<file path="src/hw/rtl/pid_aw_pkg.sv">
package pid_aw_pkg;

	// Sample and register widths
	localparam int DATA_W      = 32;
	localparam int DT_W        = 16;
	localparam int ACC_W       = 48;
	localparam int UNC_W       = 34;

	// Fixed point scaling
	localparam int FRAC_BITS   = 16;
	localparam int DERIV_SHIFT = 16;
	localparam int KAW_GAIN    = 13107;

	// Product unit: |a| is 32 bits, |b| is 48 bits, split in two halves
	localparam int MAG_A_W     = DATA_W;
	localparam int MAG_B_W     = ACC_W;
	localparam int HALF_W      = MAG_B_W / 2;
	localparam int PPROD_W     = MAG_A_W + HALF_W;
	localparam int PROD_W      = MAG_A_W + MAG_B_W;

	// Derivative divider, several quotient bits per cycle
	localparam int DIV_NUM_W   = DATA_W + DERIV_SHIFT;
	localparam int DIV_RADIX   = 4;
	localparam int DIV_ITER    = DIV_NUM_W / DIV_RADIX;
	localparam int DIV_CNT_W   = $clog2(DIV_ITER + 1);

	// Configuration register map
	localparam int CFG_IDX_W   = 3;

	typedef enum logic [CFG_IDX_W-1:0] {
		REG_GAIN_P,
		REG_GAIN_I,
		REG_GAIN_D,
		REG_GAIN_FF,
		REG_OUT_LOW,
		REG_OUT_HIGH,
		REG_ERR_LOW,
		REG_ERR_HIGH
	} cfg_reg_t;

	// Products formed by the shared multiplier
	typedef enum logic [2:0] {
		MOP_ED,   // error times time step
		MOP_AW,   // back-calculation gain times clip excess
		MOP_P,    // proportional term
		MOP_I,    // integral term
		MOP_F,    // feedforward term
		MOP_D     // derivative term
	} mul_op_t;

	typedef struct packed {
		logic    load_in;
		logic    calc_err;
		logic    prep;
		logic    mul_load;
		logic    mul_lo;
		logic    mul_hi;
		logic    mul_add;
		logic    mul_fin;
		mul_op_t mul_op;
		logic    incr;
		logic    integ;
		logic    sum1;
		logic    sum2;
		logic    out_load;
	} pid_aw_cmd_t;

	typedef struct packed {
		logic div_busy;
	} pid_aw_sts_t;

endpackage

</file>
<file path="src/hw/rtl/pid_aw_ctrl.sv">
module pid_aw_ctrl (
	input  logic                     clk,
	input  logic                     arst_n,
	input  logic                     in_valid,
	output logic                     in_ready,
	output logic                     out_valid,
	input  logic                     out_ready,
	output pid_aw_pkg::pid_aw_cmd_t  cmd,
	input  pid_aw_pkg::pid_aw_sts_t  sts
);
	import pid_aw_pkg::*;

	typedef enum logic [3:0] {
		S_IDLE,
		S_ERR,
		S_PREP,
		S_MUL,
		S_INCR,
		S_INTEG,
		S_SUM1,
		S_SUM2,
		S_OUT
	} state_t;

	typedef enum logic [2:0] {
		PH_LOAD,
		PH_LO,
		PH_HI,
		PH_ADD,
		PH_FIN
	} phase_t;

	state_t  state_q;
	phase_t  ph_q;
	mul_op_t op_q;
	logic    out_valid_q;

	logic    mul_wait;
	logic    out_free;

	// Derivative product waits for the quotient
	assign mul_wait  = (op_q == MOP_D) && sts.div_busy;
	assign out_free  = !out_valid_q || out_ready;
	assign in_ready  = (state_q == S_IDLE);
	assign out_valid = out_valid_q;

	// Decode datapath commands
	always_comb begin
		cmd          = '0;
		cmd.mul_op   = op_q;
		cmd.load_in  = in_valid && (state_q == S_IDLE);
		cmd.calc_err = (state_q == S_ERR);
		cmd.prep     = (state_q == S_PREP);
		cmd.incr     = (state_q == S_INCR);
		cmd.integ    = (state_q == S_INTEG);
		cmd.sum1     = (state_q == S_SUM1);
		cmd.sum2     = (state_q == S_SUM2);
		cmd.out_load = (state_q == S_OUT) && out_free;
		if (state_q == S_MUL) begin
			case (ph_q)
				PH_LOAD: cmd.mul_load = !mul_wait;
				PH_LO:   cmd.mul_lo   = 1'b1;
				PH_HI:   cmd.mul_hi   = 1'b1;
				PH_ADD:  cmd.mul_add  = 1'b1;
				PH_FIN:  cmd.mul_fin  = 1'b1;
				default: cmd.mul_fin  = 1'b0;
			endcase
		end
	end

	// Sequence one sample
	always_ff @(posedge clk or negedge arst_n) begin
		if (!arst_n) begin
			state_q     <= S_IDLE;
			ph_q        <= PH_LOAD;
			op_q        <= MOP_ED;
			out_valid_q <= 1'b0;
		end else begin
			// Raise the result beat on the final step, drop it once taken
			if ((state_q == S_OUT) && out_free) begin
				out_valid_q <= 1'b1;
			end else if (out_ready) begin
				out_valid_q <= 1'b0;
			end
			case (state_q)
				S_IDLE: begin
					if (in_valid) begin
						state_q <= S_ERR;
					end
				end
				S_ERR: begin
					state_q <= S_PREP;
				end
				S_PREP: begin
					state_q <= S_MUL;
					op_q    <= MOP_ED;
					ph_q    <= PH_LOAD;
				end
				S_MUL: begin
					case (ph_q)
						PH_LOAD: begin
							if (!mul_wait) begin
								ph_q <= PH_LO;
							end
						end
						PH_LO:  ph_q <= PH_HI;
						PH_HI:  ph_q <= PH_ADD;
						PH_ADD: ph_q <= PH_FIN;
						PH_FIN: begin
							ph_q <= PH_LOAD;
							case (op_q)
								MOP_ED:  op_q    <= MOP_AW;
								MOP_AW:  state_q <= S_INCR;
								MOP_P:   op_q    <= MOP_I;
								MOP_I:   op_q    <= MOP_F;
								MOP_F:   op_q    <= MOP_D;
								MOP_D:   state_q <= S_SUM1;
								default: state_q <= S_SUM1;
							endcase
						end
						default: ph_q <= PH_LOAD;
					endcase
				end
				S_INCR: begin
					state_q <= S_INTEG;
				end
				S_INTEG: begin
					state_q <= S_MUL;
					op_q    <= MOP_P;
				end
				S_SUM1: begin
					state_q <= S_SUM2;
				end
				S_SUM2: begin
					state_q <= S_OUT;
				end
				S_OUT: begin
					if (out_free) begin
						state_q <= S_IDLE;
					end
				end
				default: begin
					state_q <= S_IDLE;
				end
			endcase
		end
	end

`ifndef SYNTHESIS
	a_out_from_final: assert property (@(posedge clk) disable iff (!arst_n)
		$rose(out_valid_q) |-> $past(state_q == S_OUT))
		else $error("result beat raised outside the final step");

	a_quot_ready: assert property (@(posedge clk) disable iff (!arst_n)
		(cmd.mul_load && (cmd.mul_op == MOP_D)) |-> !sts.div_busy)
		else $error("derivative product loaded before the quotient");

	a_accept_starts: assert property (@(posedge clk) disable iff (!arst_n)
		cmd.load_in |=> (state_q == S_ERR) && !cmd.load_in)
		else $error("sample beat did not start the sequence");
`endif

endmodule

</file>
<file path="config.mk">
export PLATFORM = sky130hd
export DESIGN_NAME = pid_aw_ctrl
export DESIGN_NICKNAME = d
export VERILOG_FILES = /design/src/hw/rtl/pid_aw_pkg.sv /design/src/hw/rtl/pid_aw_ctrl.sv
export SDC_FILE = /design/constraint.sdc
export NUM_CORES = 1
export LEC_CHECK = 0
export BUFFER_PORTS_ARGS = -buffer_cell sky130_fd_sc_hd__buf_2
export CAP_MARGIN = 40
export CORE_MARGIN = 4
export CORE_UTILIZATION = 51
export CTS_BUF_LIST = sky130_fd_sc_hd__clkbuf_4
export CTS_CLUSTER_SIZE = 12
export DETAILED_ROUTE_END_ITERATION = 12
export HOLD_SLACK_MARGIN = 0.15
export PLACE_DENSITY = 0.93
export SKIP_LAST_GASP = 1
export SLEW_MARGIN = 20
export SYNTH_ARGS = -nofsm -noshare
export SYNTH_HDL_FRONTEND = slang
export SYNTH_SLANG_ARGS = --single-unit
export TNS_END_PERCENT = 50
</file>
<file path="constraint.sdc">
create_clock -name clk -period 1.9 [get_ports clk]
set_input_delay 0.57 -clock clk [delete_from_list [all_inputs] [get_ports clk]]
set_output_delay 0.57 -clock clk [all_outputs]
set_load 0.01 [all_outputs]
</file>
==> results.txt <==
----------------------------------------------------
[Critical path]
  Worst Path Class, Setup ... reg2out
  Critical path launch point type ... register
  Data arrival time of the critical path ... 1500 ps
  Peak fanout along the critical path ... 4
  Type of destination of the critical path ... primary output
  CP required ... 1330 ps

[Detailed routing]
  Routed via count ... 907
  Routed length per placed instance ... 19.5 um
  Number of DRC violations after detailed-routing iteration 0 ... 30
  Count of nets left with antenna violations after detail routing ... 0
  Post-route DRC violation count ... 0
  Final routed wirelength across all metal layers ... 2670 um
  DR vias/cell ... 6.62
  Number of iterations in the first detailed-routing pass ... 4

[Timing]
  Unrepaired setup endpoints after global routing ... yes
  Final max-slew violation count ... 0
  Final TNS setup ... -772 ps
  Worst Tran Pin Value ... 280 ps
  Hold WS ... 153 ps
  Period minus WS final ... 2070 ps
  Maximum frequency from static timing analysis ... 0.484 GHz
  Worst-case setup margin in the final layout ... -168 ps
  Total setup violations reported at the end of the flow ... 8
  Clock skew ... 3.28 ps
  Worst-case headroom to the max-slew limit ... 81.2%
  Fin. Hold Viols ... 0
  Final clock period utilization by the worst path ... 109%

[Placement]
  GP Congestion ... 0.876
  Worst slack at placement ... 75.8 ps
  Cell count after placement ... 124
  # port buffers ... 22
  DP Wirelength ... 1480 um

[Cells and area]
  Share of post-route cells with drive strength above 1 ... 50.4%
  Multi-input logic area ... 450 um^2
  Commonest cells after routing, fill and taps aside ... 23 x buf_2, 17 x buf_4, 10 x nor2_1
  Number of antenna diodes ... 0
  Share of the core filled with cells ... 87.9%
  Final net count ... 129
  P&R area growth vs syn ... 51.7%
  Commonest non-fill, non-tap cell in the layout ... buf_2
  Fillers ... 63
  Number of non-filler instances in the completed layout ... 137
  Sequential Area ... 279 um^2

[Global routing]
  Vias in the first global route ... 814
  Total global-route track usage ... 27.6%
  Maximum number of pins on one net before global-route repair ... 12
  Number of antenna violations at the first check in global routing ... 0
  Overall overflow remaining after global route ... 0
  Global-route wire length before repair ... 3930 um

[Yosys]
  Ys flop type ... dfrtp_1
  Post-synth design cell area ... 687 um^2
  Share of synthesized flip-flops with an asynchronous set or reset ... 100%
  Post-Synth Simple-Gate Area ... 35.3%
  Syn_nets ... 87
  Synthesized flop and latch total ... 11
  Register area share after synthesis ... 40.1%
  Compound-gate portion of the synthesized area ... 19.5%
  Warning count from the yosys run ... 0
  Xor-xnor portion of the synthesized cell area ... 0%
  Post-synthesis average cell area ... 8.38 um^2
  Combinational family with the most area after synthesis ... simple AND/OR/NAND/NOR gates
  Number of cells produced by synthesis ... 82
  Share of synthesized area spent on multiplexers ... 0%
  Netlist cell types ... 33
  Post-synth EDFFs ... 0
  Adder-cell share of the synthesized area ... 0%

[Worst hold path]
  Class of the most critical hold timing path ... in2async

[Clock network]
  Worst-path clk slew ... 80 ps
  Cell at the root of the clock tree ... clkbuf_4
  Insertion delay of the later-clocked pin in the worst-skew pair ... 280 ps
  Cts bufs inserted ... 3
  Total of hold buffers inserted after clock tree synthesis ... 0
  Clock net sink count ... 11
  Count of H-tree levels built during CTS ... 1
  CTS tree ... done
  Clock tree buffer depth ... 2

[Die]
  Area of the die ... 0.00200 mm^2
  Initial Util ... 57.9%
  Placeable core region ... 0.00119 mm^2
  Std cell rows ... 12
  Io pins ... 23
  Chip width ... 44.7 um
  Vert. Die Dim ... 44.7 um

[Power and ir drop]
  Leakage power ... 0.509 nW
  PD cells ... 1410 mW/mm^2
  Logic gate share of total power ... 61.9%
  Cell-internal power ... 0.831 mW
  NetSw ... 0.640 mW
  Switching share of power ... 43.5%
  Relative contribution of the clock network to total power ... 12.4%
  Largest vdd supply drop ... 0.879 mV
  Part of the total power dissipated in sequential elements ... 25.8%

[Status]
  Outcome ... finished, violations left
  Violations in the final reports ... negative setup slack

[Run]
  Max-cap check violation count ... 0

----------------------------------------------------
-- cells in the mapped netlist (2+ instances only) --
library cell	n	area [um^2]
nor2_1	13	48.8
nor2b_1	4	25.0
a21oi_1	2	10.0
nand2_1	8	30.0
dfrtp_1	11	275
and3_1	2	12.5
a22o_1	2	17.5
inv_1	3	11.3
nand2b_1	7	43.8
a31oi_1	3	18.8
nor3_1	3	15.0
clkbuf_1	2	7.51
nor3b_1	2	15.0
-- power groups by stage --
stage	combinational, mW	sequential, mW	clock, mW
after floorplan	0.416	0.401	0
after global placement	0.681	0.374	0
after detailed placement	0.701	0.383	0
after CTS	0.784	0.369	0.183
after global routing	0.978	0.384	0.196
final	0.910	0.379	0.182
-- sequential cells by signal, summed over array words and instances, names as in the netlist --
| register | count |
|---|---|
| op_q | 3 |
| out_valid | 1 |
| ph_q | 3 |
| state_q | 4 |
-- worst max-delay path, stage by stage, from the launching register on --
cell and delay [ps]:
dfrtp_1 390, or2_4 280, nor2_4 120, nand2_4 80
nor4_4 150, buf_2 190
-- stage by stage --
| step | instance area [um^2] | power [mW] |
|---|---|---|
| final | 1040 | 1.47 |
| after global placement | 886 | 1.05 |
| after global routing | 1040 | 1.56 |
| after floorplan | 707 | 0.817 |
| after CTS | 971 | 1.34 |
| after detailed placement | 886 | 1.08 |
-- routing by layer --
layer / global-route usage [%] / wire length (um)
met3: 8.76 / 266
met1: 31.6 / 947
met2: 41.3 / 1200
met4: 23.5 / 261
met5: 0 / 0
-- layout make-up --
class,instances,area share (%)
clock buffer,4,2.88
inverter,3,1.08
multi-input combinational,64,43.2
sequential,11,26.8
tap,14,1.68
timing repair buffer,41,24.4
-- logic make-up (layout without fill, tap and decap cells) --
group	count (synthesis)	after routing
compound gates	18	18
buf+inv	7	48
flops	11	11
simple gates	46	46
-- worst paths after layout --
check | from | end | slack [ps] | cells after the start
setup / recovery | state_q[2] | cmd[12] | -170 | 5
hold / removal | arst_n | ph_q[1] | 150 | 1
setup reg to reg | ph_q[1] | op_q[1] | 210 | 5
hold reg to reg | out_valid | out_valid | 560 | 2
max in group asynchronous | arst_n | state_q[1] | 1520 | 1
min in group clk | out_valid | out_valid | 560 | 2
-- timing repair --
item	4_1_cts	5_1_grt
pin swaps	9	3
cloned	0	1
buffers inserted	4	6
resized for setup	9	11
setup endpoints to repair	12	14
No activity file was read; power rests on OpenSTA's default activity.
