`config.mk`:
```
export PLATFORM = sky130hd
export DESIGN_NAME = pid_aw_dp
export DESIGN_NICKNAME = d
export VERILOG_FILES = /design/src/hw/rtl/pid_aw_pkg.sv /design/src/hw/rtl/pid_aw_div.sv /design/src/hw/rtl/pid_aw_dp.sv
export SDC_FILE = /design/constraint.sdc
export NUM_CORES = 2
export LEC_CHECK = 0
export BUFFER_PORTS_ARGS = -buffer_cell sky130_fd_sc_hd__buf_2
export CORE_ASPECT_RATIO = 1.75
export CORE_MARGIN = 1
export CORE_UTILIZATION = 55
export CTS_CLUSTER_SIZE = 30
export DETAILED_ROUTE_END_ITERATION = 6
export PLACE_DENSITY = 0.71
export REMOVE_ABC_BUFFERS = 1
export SLEW_MARGIN = 30
export SYNTH_ARGS = -nofsm -noshare
export SYNTH_HDL_FRONTEND = slang
export SYNTH_HIERARCHICAL = 1
export SYNTH_SLANG_ARGS = --single-unit
```
`constraint.sdc`:
```
create_clock -name clk -period 19.9 [get_ports clk]
set_input_delay 1.99 -clock clk [delete_from_list [all_inputs] [get_ports clk]]
set_output_delay 1.99 -clock clk [all_outputs]
set_load 0.005 [all_outputs]
```
`src/hw/rtl/pid_aw_pkg.sv`:
```
package pid_aw_pkg;

	// Sample and register widths
	localparam int DATA_W      = 32;
	localparam int DT_W        = 16;
	localparam int ACC_W       = 48;
	localparam int UNC_W       = 34;

	// Fixed point scaling
	localparam int FRAC_BITS   = 16;
	localparam int DERIV_SHIFT = 16;
	localparam int KAW_GAIN    = 13107;

	// Product unit: |a| is 32 bits, |b| is 48 bits, split in two halves
	localparam int MAG_A_W     = DATA_W;
	localparam int MAG_B_W     = ACC_W;
	localparam int HALF_W      = MAG_B_W / 2;
	localparam int PPROD_W     = MAG_A_W + HALF_W;
	localparam int PROD_W      = MAG_A_W + MAG_B_W;

	// Derivative divider, several quotient bits per cycle
	localparam int DIV_NUM_W   = DATA_W + DERIV_SHIFT;
	localparam int DIV_RADIX   = 4;
	localparam int DIV_ITER    = DIV_NUM_W / DIV_RADIX;
	localparam int DIV_CNT_W   = $clog2(DIV_ITER + 1);

	// Configuration register map
	localparam int CFG_IDX_W   = 3;

	typedef enum logic [CFG_IDX_W-1:0] {
		REG_GAIN_P,
		REG_GAIN_I,
		REG_GAIN_D,
		REG_GAIN_FF,
		REG_OUT_LOW,
		REG_OUT_HIGH,
		REG_ERR_LOW,
		REG_ERR_HIGH
	} cfg_reg_t;

	// Products formed by the shared multiplier
	typedef enum logic [2:0] {
		MOP_ED,   // error times time step
		MOP_AW,   // back-calculation gain times clip excess
		MOP_P,    // proportional term
		MOP_I,    // integral term
		MOP_F,    // feedforward term
		MOP_D     // derivative term
	} mul_op_t;

	typedef struct packed {
		logic    load_in;
		logic    calc_err;
		logic    prep;
		logic    mul_load;
		logic    mul_lo;
		logic    mul_hi;
		logic    mul_add;
		logic    mul_fin;
		mul_op_t mul_op;
		logic    incr;
		logic    integ;
		logic    sum1;
		logic    sum2;
		logic    out_load;
	} pid_aw_cmd_t;

	typedef struct packed {
		logic div_busy;
	} pid_aw_sts_t;

endpackage

```
`src/hw/rtl/pid_aw_div.sv`:
```
module pid_aw_div (
	input  logic                               clk,
	input  logic                               arst_n,
	input  logic                               start,
	input  logic [pid_aw_pkg::DIV_NUM_W-1:0]   num,
	input  logic [pid_aw_pkg::DT_W-1:0]        den,
	output logic                               busy,
	output logic [pid_aw_pkg::DIV_NUM_W-1:0]   quot
);
	import pid_aw_pkg::*;

	logic [DT_W-1:0]      rem_q;
	logic [DT_W-1:0]      den_q;
	logic [DIV_NUM_W-1:0] work_q;
	logic [DIV_CNT_W-1:0] cnt_q;

	logic [DT_W-1:0]      rem_n;
	logic [DIV_NUM_W-1:0] work_n;
	logic [DT_W:0]        trial;

	assign busy = (cnt_q != '0);
	assign quot = work_q;

	// Restoring steps: numerator bits leave the top, quotient bits enter the bottom
	always_comb begin
		rem_n  = rem_q;
		work_n = work_q;
		trial  = '0;
		for (int k = 0; k < DIV_RADIX; k++) begin
			trial  = {rem_n, work_n[DIV_NUM_W-1]};
			work_n = {work_n[DIV_NUM_W-2:0], 1'b0};
			if (trial >= {1'b0, den_q}) begin
				rem_n     = DT_W'(trial - {1'b0, den_q});
				work_n[0] = 1'b1;
			end else begin
				rem_n = trial[DT_W-1:0];
			end
		end
	end

	// Count iterations
	always_ff @(posedge clk or negedge arst_n) begin
		if (!arst_n) begin
			cnt_q <= '0;
		end else if (start) begin
			cnt_q <= DIV_CNT_W'(DIV_ITER);
		end else if (busy) begin
			cnt_q <= cnt_q - 1'b1;
		end
	end

	// Load operands, then advance the partial remainder
	always_ff @(posedge clk) begin
		if (start) begin
			rem_q  <= '0;
			work_q <= num;
			den_q  <= den;
		end else if (busy) begin
			rem_q  <= rem_n;
			work_q <= work_n;
		end
	end

`ifndef SYNTHESIS
	a_no_restart: assert property (@(posedge clk) disable iff (!arst_n)
		start |-> !busy)
		else $error("divider restarted while busy");
`endif

endmodule

```
`src/hw/rtl/pid_aw_dp.sv`:
```
module pid_aw_dp (
	input  logic                                   clk,
	input  logic                                   arst_n,
	input  pid_aw_pkg::pid_aw_cmd_t                cmd,
	output pid_aw_pkg::pid_aw_sts_t                sts,
	input  logic                                   cfg_we,
	input  logic        [pid_aw_pkg::CFG_IDX_W-1:0] cfg_index,
	input  logic        [pid_aw_pkg::DATA_W-1:0]   cfg_data,
	input  logic signed [pid_aw_pkg::DATA_W-1:0]   target,
	input  logic signed [pid_aw_pkg::DATA_W-1:0]   measured,
	input  logic        [pid_aw_pkg::DT_W-1:0]     step_time,
	input  logic signed [pid_aw_pkg::DATA_W-1:0]   expected,
	input  logic                                   ff_enable,
	input  logic                                   mode,
	output logic signed [pid_aw_pkg::DATA_W-1:0]   drive
);
	import pid_aw_pkg::*;

	localparam logic signed [DATA_W-1:0] S32_MAX = {1'b0, {(DATA_W-1){1'b1}}};
	localparam logic signed [DATA_W-1:0] S32_MIN = {1'b1, {(DATA_W-1){1'b0}}};
	localparam logic signed [ACC_W-1:0]  ACC_MAX = {1'b0, {(ACC_W-1){1'b1}}};
	localparam logic signed [ACC_W-1:0]  ACC_MIN = {1'b1, {(ACC_W-1){1'b0}}};
	localparam logic signed [UNC_W-1:0]  UNC_MAX = {1'b0, {(UNC_W-1){1'b1}}};
	localparam logic signed [UNC_W-1:0]  UNC_MIN = {1'b1, {(UNC_W-1){1'b0}}};
	localparam logic signed [DATA_W-1:0] KAW_A   = DATA_W'(KAW_GAIN);
	localparam int R_W = PROD_W - FRAC_BITS;

	// Configuration
	logic signed [DATA_W-1:0]  gain_p_q, gain_i_q, gain_d_q, gain_ff_q;
	logic signed [DATA_W-1:0]  out_low_q, out_high_q, err_low_q, err_high_q;

	// Sample
	logic signed [DATA_W-1:0]  tgt_q, meas_q, exp_q;
	logic        [DT_W-1:0]    dt_q;
	logic                      ff_q, mode_q;

	// Loop state
	logic signed [DATA_W-1:0]  prev_err_q;
	logic signed [ACC_W-1:0]   integ_q;
	logic signed [UNC_W-1:0]   prevu_q;

	// Per-sample working values
	logic signed [DATA_W-1:0]  err_q;
	logic signed [DATA_W:0]    ediff_q;
	logic signed [UNC_W:0]     clipdiff_q;
	logic                      above_q, below_q, beta_q, gamma_q, dneg_q;

	// Product unit
	logic [MAG_A_W-1:0]        amag_q;
	logic [MAG_B_W-1:0]        bmag_q;
	logic                      neg_q;
	logic [PPROD_W-1:0]        plo_q, phi_q;
	logic [PROD_W-1:0]         prod_q;

	// Terms and sums
	logic signed [ACC_W-1:0]   incr1_q, incr2_q, p_q, i_q, f_q, d_q;
	logic signed [ACC_W:0]     incr_q, s1_q, s2_q;
	logic signed [DATA_W-1:0]  drive_q;

	// Combinational
	logic signed [DATA_W:0]    err_wide, ediff_wide, ddiff;
	logic signed [DATA_W-1:0]  err_sat;
	logic signed [UNC_W-1:0]   lo_ext, hi_ext, clip_lo, clip_v;
	logic [DATA_W-1:0]         dmag;
	logic                      div_busy;
	logic [DIV_NUM_W-1:0]      quot;
	logic signed [DATA_W-1:0]  a_sel;
	logic signed [ACC_W-1:0]   b_sel;
	logic [MAG_A_W-1:0]        a_mag;
	logic [MAG_B_W-1:0]        b_mag;
	logic                      b_neg;
	logic [HALF_W-1:0]         mb;
	logic [PPROD_W-1:0]        mprod;
	logic [R_W-1:0]            rq;
	logic                      r_ovf;
	logic signed [ACC_W-1:0]   mres;
	logic signed [ACC_W+1:0]   isum;
	logic signed [ACC_W+1:0]   tot;

	assign sts.div_busy = div_busy;
	assign drive        = drive_q;

	// Error, feedforward difference and clip of the held unclipped output
	always_comb begin
		err_wide   = {tgt_q[DATA_W-1], tgt_q} - {meas_q[DATA_W-1], meas_q};
		ediff_wide = {exp_q[DATA_W-1], exp_q} - {meas_q[DATA_W-1], meas_q};
		if (err_wide[DATA_W] != err_wide[DATA_W-1]) begin
			err_sat = err_wide[DATA_W] ? S32_MIN : S32_MAX;
		end else begin
			err_sat = err_wide[DATA_W-1:0];
		end
		lo_ext  = {{(UNC_W-DATA_W){out_low_q[DATA_W-1]}}, out_low_q};
		hi_ext  = {{(UNC_W-DATA_W){out_high_q[DATA_W-1]}}, out_high_q};
		clip_lo = (prevu_q < lo_ext) ? lo_ext : prevu_q;
		clip_v  = (clip_lo > hi_ext) ? hi_ext : clip_lo;
	end

	// Derivative difference magnitude
	always_comb begin
		ddiff = {err_q[DATA_W-1], err_q} - {prev_err_q[DATA_W-1], prev_err_q};
		dmag  = ddiff[DATA_W] ? DATA_W'(-ddiff) : ddiff[DATA_W-1:0];
	end

	pid_aw_div u_div (
		.clk    (clk),
		.arst_n (arst_n),
		.start  (cmd.prep),
		.num    ({dmag, {DERIV_SHIFT{1'b0}}}),
		.den    (dt_q),
		.busy   (div_busy),
		.quot   (quot)
	);

	// Select product operands as sign and magnitude
	always_comb begin
		a_sel = '0;
		b_sel = '0;
		case (cmd.mul_op)
			MOP_ED: begin
				a_sel = err_q;
				b_sel = {{(ACC_W-DT_W){1'b0}}, dt_q};
			end
			MOP_AW: begin
				a_sel = KAW_A;
				b_sel = {{(ACC_W-UNC_W-1){clipdiff_q[UNC_W]}}, clipdiff_q};
			end
			MOP_P: begin
				a_sel = gain_p_q;
				b_sel = {{(ACC_W-DATA_W){err_q[DATA_W-1]}}, err_q};
			end
			MOP_I: begin
				a_sel = gain_i_q;
				b_sel = integ_q;
			end
			MOP_F: begin
				a_sel = gain_ff_q;
				b_sel = {{(ACC_W-DATA_W-1){ediff_q[DATA_W]}}, ediff_q};
			end
			MOP_D: begin
				a_sel = gain_d_q;
			end
			default: begin
				a_sel = '0;
			end
		endcase
		a_mag = a_sel[DATA_W-1] ? MAG_A_W'(-a_sel) : a_sel;
		if (cmd.mul_op == MOP_D) begin
			b_mag = (dt_q == '0) ? '0 : MAG_B_W'(quot);
			b_neg = dneg_q;
		end else begin
			b_mag = b_sel[ACC_W-1] ? MAG_B_W'(-b_sel) : b_sel;
			b_neg = b_sel[ACC_W-1];
		end
	end

	// One shared multiplier for both halves of the wide operand
	assign mb    = cmd.mul_hi ? bmag_q[MAG_B_W-1:HALF_W] : bmag_q[HALF_W-1:0];
	assign mprod = PPROD_W'(amag_q) * PPROD_W'(mb);

	// Scale, saturate and restore the sign
	always_comb begin
		rq    = prod_q[PROD_W-1:FRAC_BITS];
		r_ovf = |rq[R_W-1:ACC_W-1];
		if (r_ovf) begin
			mres = neg_q ? ACC_MIN : ACC_MAX;
		end else begin
			mres = neg_q ? ACC_W'(-rq[ACC_W-1:0]) : rq[ACC_W-1:0];
		end
	end

	// Integrator and output sums
	always_comb begin
		isum = {{2{integ_q[ACC_W-1]}}, integ_q} + {incr_q[ACC_W], incr_q};
		tot  = {s1_q[ACC_W], s1_q} + {s2_q[ACC_W], s2_q};
	end

	// Hold configuration and loop state
	always_ff @(posedge clk or negedge arst_n) begin
		if (!arst_n) begin
			gain_p_q   <= '0;
			gain_i_q   <= '0;
			gain_d_q   <= '0;
			gain_ff_q  <= '0;
			out_low_q  <= S32_MIN;
			out_high_q <= S32_MAX;
			err_low_q  <= S32_MIN;
			err_high_q <= S32_MAX;
			prev_err_q <= '0;
			integ_q    <= '0;
			prevu_q    <= '0;
		end else begin
			if (cfg_we) begin
				case (cfg_reg_t'(cfg_index))
					REG_GAIN_P:   gain_p_q   <= cfg_data;
					REG_GAIN_I:   gain_i_q   <= cfg_data;
					REG_GAIN_D:   gain_d_q   <= cfg_data;
					REG_GAIN_FF:  gain_ff_q  <= cfg_data;
					REG_OUT_LOW:  out_low_q  <= cfg_data;
					REG_OUT_HIGH: out_high_q <= cfg_data;
					REG_ERR_LOW:  err_low_q  <= cfg_data;
					REG_ERR_HIGH: err_high_q <= cfg_data;
					default:      gain_p_q   <= gain_p_q;
				endcase
			end
			if (cmd.integ) begin
				if ((&isum[ACC_W+1:ACC_W-1]) || !(|isum[ACC_W+1:ACC_W-1])) begin
					integ_q <= isum[ACC_W-1:0];
				end else begin
					integ_q <= isum[ACC_W+1] ? ACC_MIN : ACC_MAX;
				end
			end
			if (cmd.sum2) begin
				prev_err_q <= err_q;
				if ((&tot[ACC_W+1:UNC_W-1]) || !(|tot[ACC_W+1:UNC_W-1])) begin
					prevu_q <= tot[UNC_W-1:0];
				end else begin
					prevu_q <= tot[ACC_W+1] ? UNC_MIN : UNC_MAX;
				end
			end
		end
	end

	// Working registers
	always_ff @(posedge clk) begin
		if (cmd.load_in) begin
			tgt_q  <= target;
			meas_q <= measured;
			dt_q   <= step_time;
			exp_q  <= expected;
			ff_q   <= ff_enable;
			mode_q <= mode;
		end
		if (cmd.calc_err) begin
			err_q      <= err_sat;
			ediff_q    <= ediff_wide;
			clipdiff_q <= {clip_v[UNC_W-1], clip_v} - {prevu_q[UNC_W-1], prevu_q};
			above_q    <= (prevu_q > hi_ext);
			below_q    <= (prevu_q < lo_ext);
		end
		if (cmd.prep) begin
			beta_q  <= (err_q >= err_low_q) && (err_q <= err_high_q);
			dneg_q  <= ddiff[DATA_W];
			if (above_q) begin
				gamma_q <= err_q[DATA_W-1];
			end else if (below_q) begin
				gamma_q <= !err_q[DATA_W-1] && (err_q != '0);
			end else begin
				gamma_q <= 1'b1;
			end
		end
		if (cmd.mul_load) begin
			amag_q <= a_mag;
			bmag_q <= b_mag;
			neg_q  <= a_sel[DATA_W-1] ^ b_neg;
		end
		if (cmd.mul_lo) begin
			plo_q <= mprod;
		end
		if (cmd.mul_hi) begin
			phi_q <= mprod;
		end
		if (cmd.mul_add) begin
			prod_q <= {phi_q, {HALF_W{1'b0}}} + PROD_W'(plo_q);
		end
		if (cmd.mul_fin) begin
			case (cmd.mul_op)
				MOP_ED:  incr1_q <= mres;
				MOP_AW:  incr2_q <= mres;
				MOP_P:   p_q     <= mres;
				MOP_I:   i_q     <= mres;
				MOP_F:   f_q     <= mres;
				MOP_D:   d_q     <= mres;
				default: d_q     <= mres;
			endcase
		end
		if (cmd.incr) begin
			if (mode_q) begin
				incr_q <= {incr1_q[ACC_W-1], incr1_q} + {incr2_q[ACC_W-1], incr2_q};
			end else if (beta_q && gamma_q) begin
				incr_q <= {incr1_q[ACC_W-1], incr1_q};
			end else begin
				incr_q <= '0;
			end
		end
		if (cmd.sum1) begin
			s1_q <= {p_q[ACC_W-1], p_q}
				+ (beta_q ? {i_q[ACC_W-1], i_q} : {(ACC_W+1){1'b0}});
			s2_q <= {d_q[ACC_W-1], d_q}
				+ (ff_q ? {f_q[ACC_W-1], f_q} : {(ACC_W+1){1'b0}});
		end
		if (cmd.out_load) begin
			drive_q <= clip_v[DATA_W-1:0];
		end
	end

`ifndef SYNTHESIS
	a_drive_in_limits: assert property (@(posedge clk) disable iff (!arst_n)
		($past(cmd.out_load) && $past(out_low_q <= out_high_q))
		|-> (drive_q >= $past(out_low_q)) && (drive_q <= $past(out_high_q)))
		else $error("drive outside the output limits");
`endif

endmodule

```
==> run metrics <==
outcome finished with violations; initial antenna violation count 24; most used cell, CP o21ai_0; Critical Path End Type register; Distinct cells, synth 112; Hold Crit Start plo_q[22]; root buf cell clkbuf_16; first-pass GRT wire length 525000 um; Vias/cell a little over 6; vias in the first global route around 85000; Initial Util between 50 and 60%; clk sinks between 1000 and 1500; placed wire-length estimate 270000 um; post-CTS sizing 0; Final period util 55.2%; Post-synth ARST share 27.1%; Clock Path Buffers 4; iteration count of the initial detailed-routing pass 7; post-CTS setup buffer count 0; failing checks design-rule violations; top-area cell type share of the netlist area 27.8%; Netlist Area Pre-Place between 100000 and 150000 um^2; core area between 150000 and 200000 um^2; crit path max-delay cell type o21ai_0; Crit path arrival time ~12 ns; CTS tree done; detailed router's first-iteration violation count roughly 6100; hold depth 0; vias between 80000 and 90000; dpl cell area between 100000 and 150000 um^2; WL/cell around 27 um; RSZ-0062 raised after global routing no; reg-to-reg setup timing slack just under 9 ns; Die W 336 um; Ys Warns 6; CP Launch Type register; synthesis-to-finish area growth 8.31%; number of flops mapped to enable cells by yosys just under 1000; commonest non-fill, non-tap cell in the layout nand2_1; Post-Route WL around 350000 um; worst reg2reg path endpoint clipdiff_q[34]; Total Routing Usage GR a little over a third; Mapped Cells ~10000; Slew @ Worst Pin 1.08 ns; Synth Register Bits 1381; number of H-tree levels 4; sequential share of the synthesized area between 30% and 40%; most frequent cells in the layout nand2_1 (1118), inv_1 (1066), edfxtp_1 (991); Final Hold Fails 0; Num CTS Buffers 146; worst-path maximum fanout 34; std cell rows around 210; IO buf count 200; DIE HEIGHT roughly 600 um; Crit Path Category reg -> reg; Setup violations, final 0; Final Net Count 12152; clock latency at the later pin of the worst-skew pair ~0.84 ns; Critical Path RT just over 20 ns; Slew Limit Fails 0; CTS Hold Bufs 0; worst reg2reg path depth 38; min cycle time layout around 11 ns; achievable frequency about 91 MHz; CTS clk-pin slew, worst paths ~0.06 ns; # IOs roughly 200; slowest stage delay, CP approximately 0.62 ns; top cells by area, synth edfxtp_1 (28%), fa_1 (13%), ha_1 (9.6%), dfrtp_1 (7.2%), mux2_2 (4.0%); sum of negative setup slack 0 ns; largest net degree at the start of global routing about 170; ys flop type edfxtp_1; Routed Antenna Nets 0; die area between 150000 and 200000 um^2; Hold WC Path Type reg -> reg; syn avg cell area around 10 um^2; RR Startpoint prevu_q[7]; Worst slew margin 28.0%; fillers around 16000; number of max-cap violations 0; Worst Skew around 0.07 ns; drt drc 5; gr ovfl total 0; largest area contributor in the netlist edfxtp_1; Post-Layout Inst Area between 100000 and 150000 um^2; gpl congestion about 1.0; share of cells above drive strength 1 a little over a tenth; hold path endpoint prod_q[22]
-- state kept, by name, indices dropped and copies added (netlist names), 33 cells and up --
name,flops
ediff_q,33
p_q,48
plo_q,40
d_q,48
s1_q,49
incr_q,49
incr2_q,48
prod_q,64
i_q,48
clipdiff_q,35
s2_q,49
phi_q,56
prevu_q,34
bmag_q,48
integ_q,48
u_div/quot,48
f_q,48
incr1_q,48
-- worst max path at each step --
stage	start	endpoint	slack, ns	cells after the start
global route	prevu_q[7]	clipdiff_q[34]	8.21	38
CTS	prevu_q[7]	clipdiff_q[34]	9.03	38
finish	prevu_q[7]	clipdiff_q[34]	8.91	38
floorplan	prevu_q[1]	clipdiff_q[34]	9.44	37
global placement	cmd[10]	phi_q[54]	7.99	29
detailed placement	cmd[10]	phi_q[54]	8.31	29
-- metrics by stage --
stage / worst slack, ns / instances / utilization (%) / hold slack [ns]
floorplan: 9.44 / 9997 / - / 0.400
global placement: 7.99 / 12922 / 57.6 / 0.401
detailed placement: 8.31 / 12922 / 57.6 / 0.406
CTS: 9.03 / 13176 / 60.1 / 0.419
global route: 8.21 / 13179 / 60.1 / 0.423
finish: 8.91 / 13188 / 60.1 / 0.421
-- Yosys cell counts (36+ instances only) --
library cell,instances
nand2_1,1118
inv_1,1067
edfxtp_1,991
ha_1,821
fa_1,672
a21oi_1,636
o21ai_0,475
nor2_1,421
mux2_2,378
xnor2_1,375
clkbuf_1,336
a21o_1,324
dfrtp_1,310
nor2b_1,284
xor2_1,199
and2_1,192
nand3_1,125
mux2i_1,122
nand2b_1,118
nor3_1,109
nand4_1,102
o21a_1,94
and3_1,72
dfstp_2,64
a31oi_1,61
a221o_1,59
o21bai_1,57
or3_1,48
a211oi_1,47
o31ai_1,41
o22a_1,38
a22oi_1,36
-- worst max-delay path: cells and delay by family, from the launching register on --
kind	cells	cell delay, ns
compound gates	25	6.82
fa+ha+maj	4	1.20
simple gates	5	0.86
buf+inv	2	0.74
mux	2	0.64
flops	1	0.36
-- kinds of logic (layout without fill, tap and decap cells) --
group / after synthesis / in the layout / synth area share (%)
adder cells (fa/ha/maj): 1501 / 1501 / 22.2
other: 1 / 27 / 0.00350
buffers and inverters: 1460 / 1669 / 5.21
AND/OR/NAND/NOR: 2739 / 2739 / 12.4
flip-flops: 1381 / 1381 / 36.9
XOR/XNOR: 574 / 574 / 4.69
AO/OA/AOI/OAI: 2215 / 2215 / 13.4
multiplexers: 502 / 502 / 5.14
-- layer usage --
layer / vias up / wire (um) / global-route usage, % / part of all wire (%)
met5: - / 48 / 0 / 0.014
met4: 10 / 39200 / 33.4 / 11
met3: 1355 / 21800 / 5.37 / 6.2
met2: 3489 / 175000 / 63.1 / 49
met1: 40597 / 118000 / 37.2 / 33
li1: 36412 / - / - / -
-- layout make-up --
type                            count  area [um^2]  share of cell area (%)
Tap cell                         2580         3230                    2.78
Clock inverter                     77          806                   0.695
Multi-Input combinational cell   7547        62300                    53.7
Sequential cell                  1381        39500                    34.1
Clock buffer                      177         3920                    3.38
Antenna cell                       11         27.5                  0.0237
Inverter                         1069         4020                    3.46
Timing Repair Buffer              346         2160                    1.86
Power is left out: the tool's default activity adds up to more than one toggle a clock period on the data nets, which glitch-free logic cannot reach.
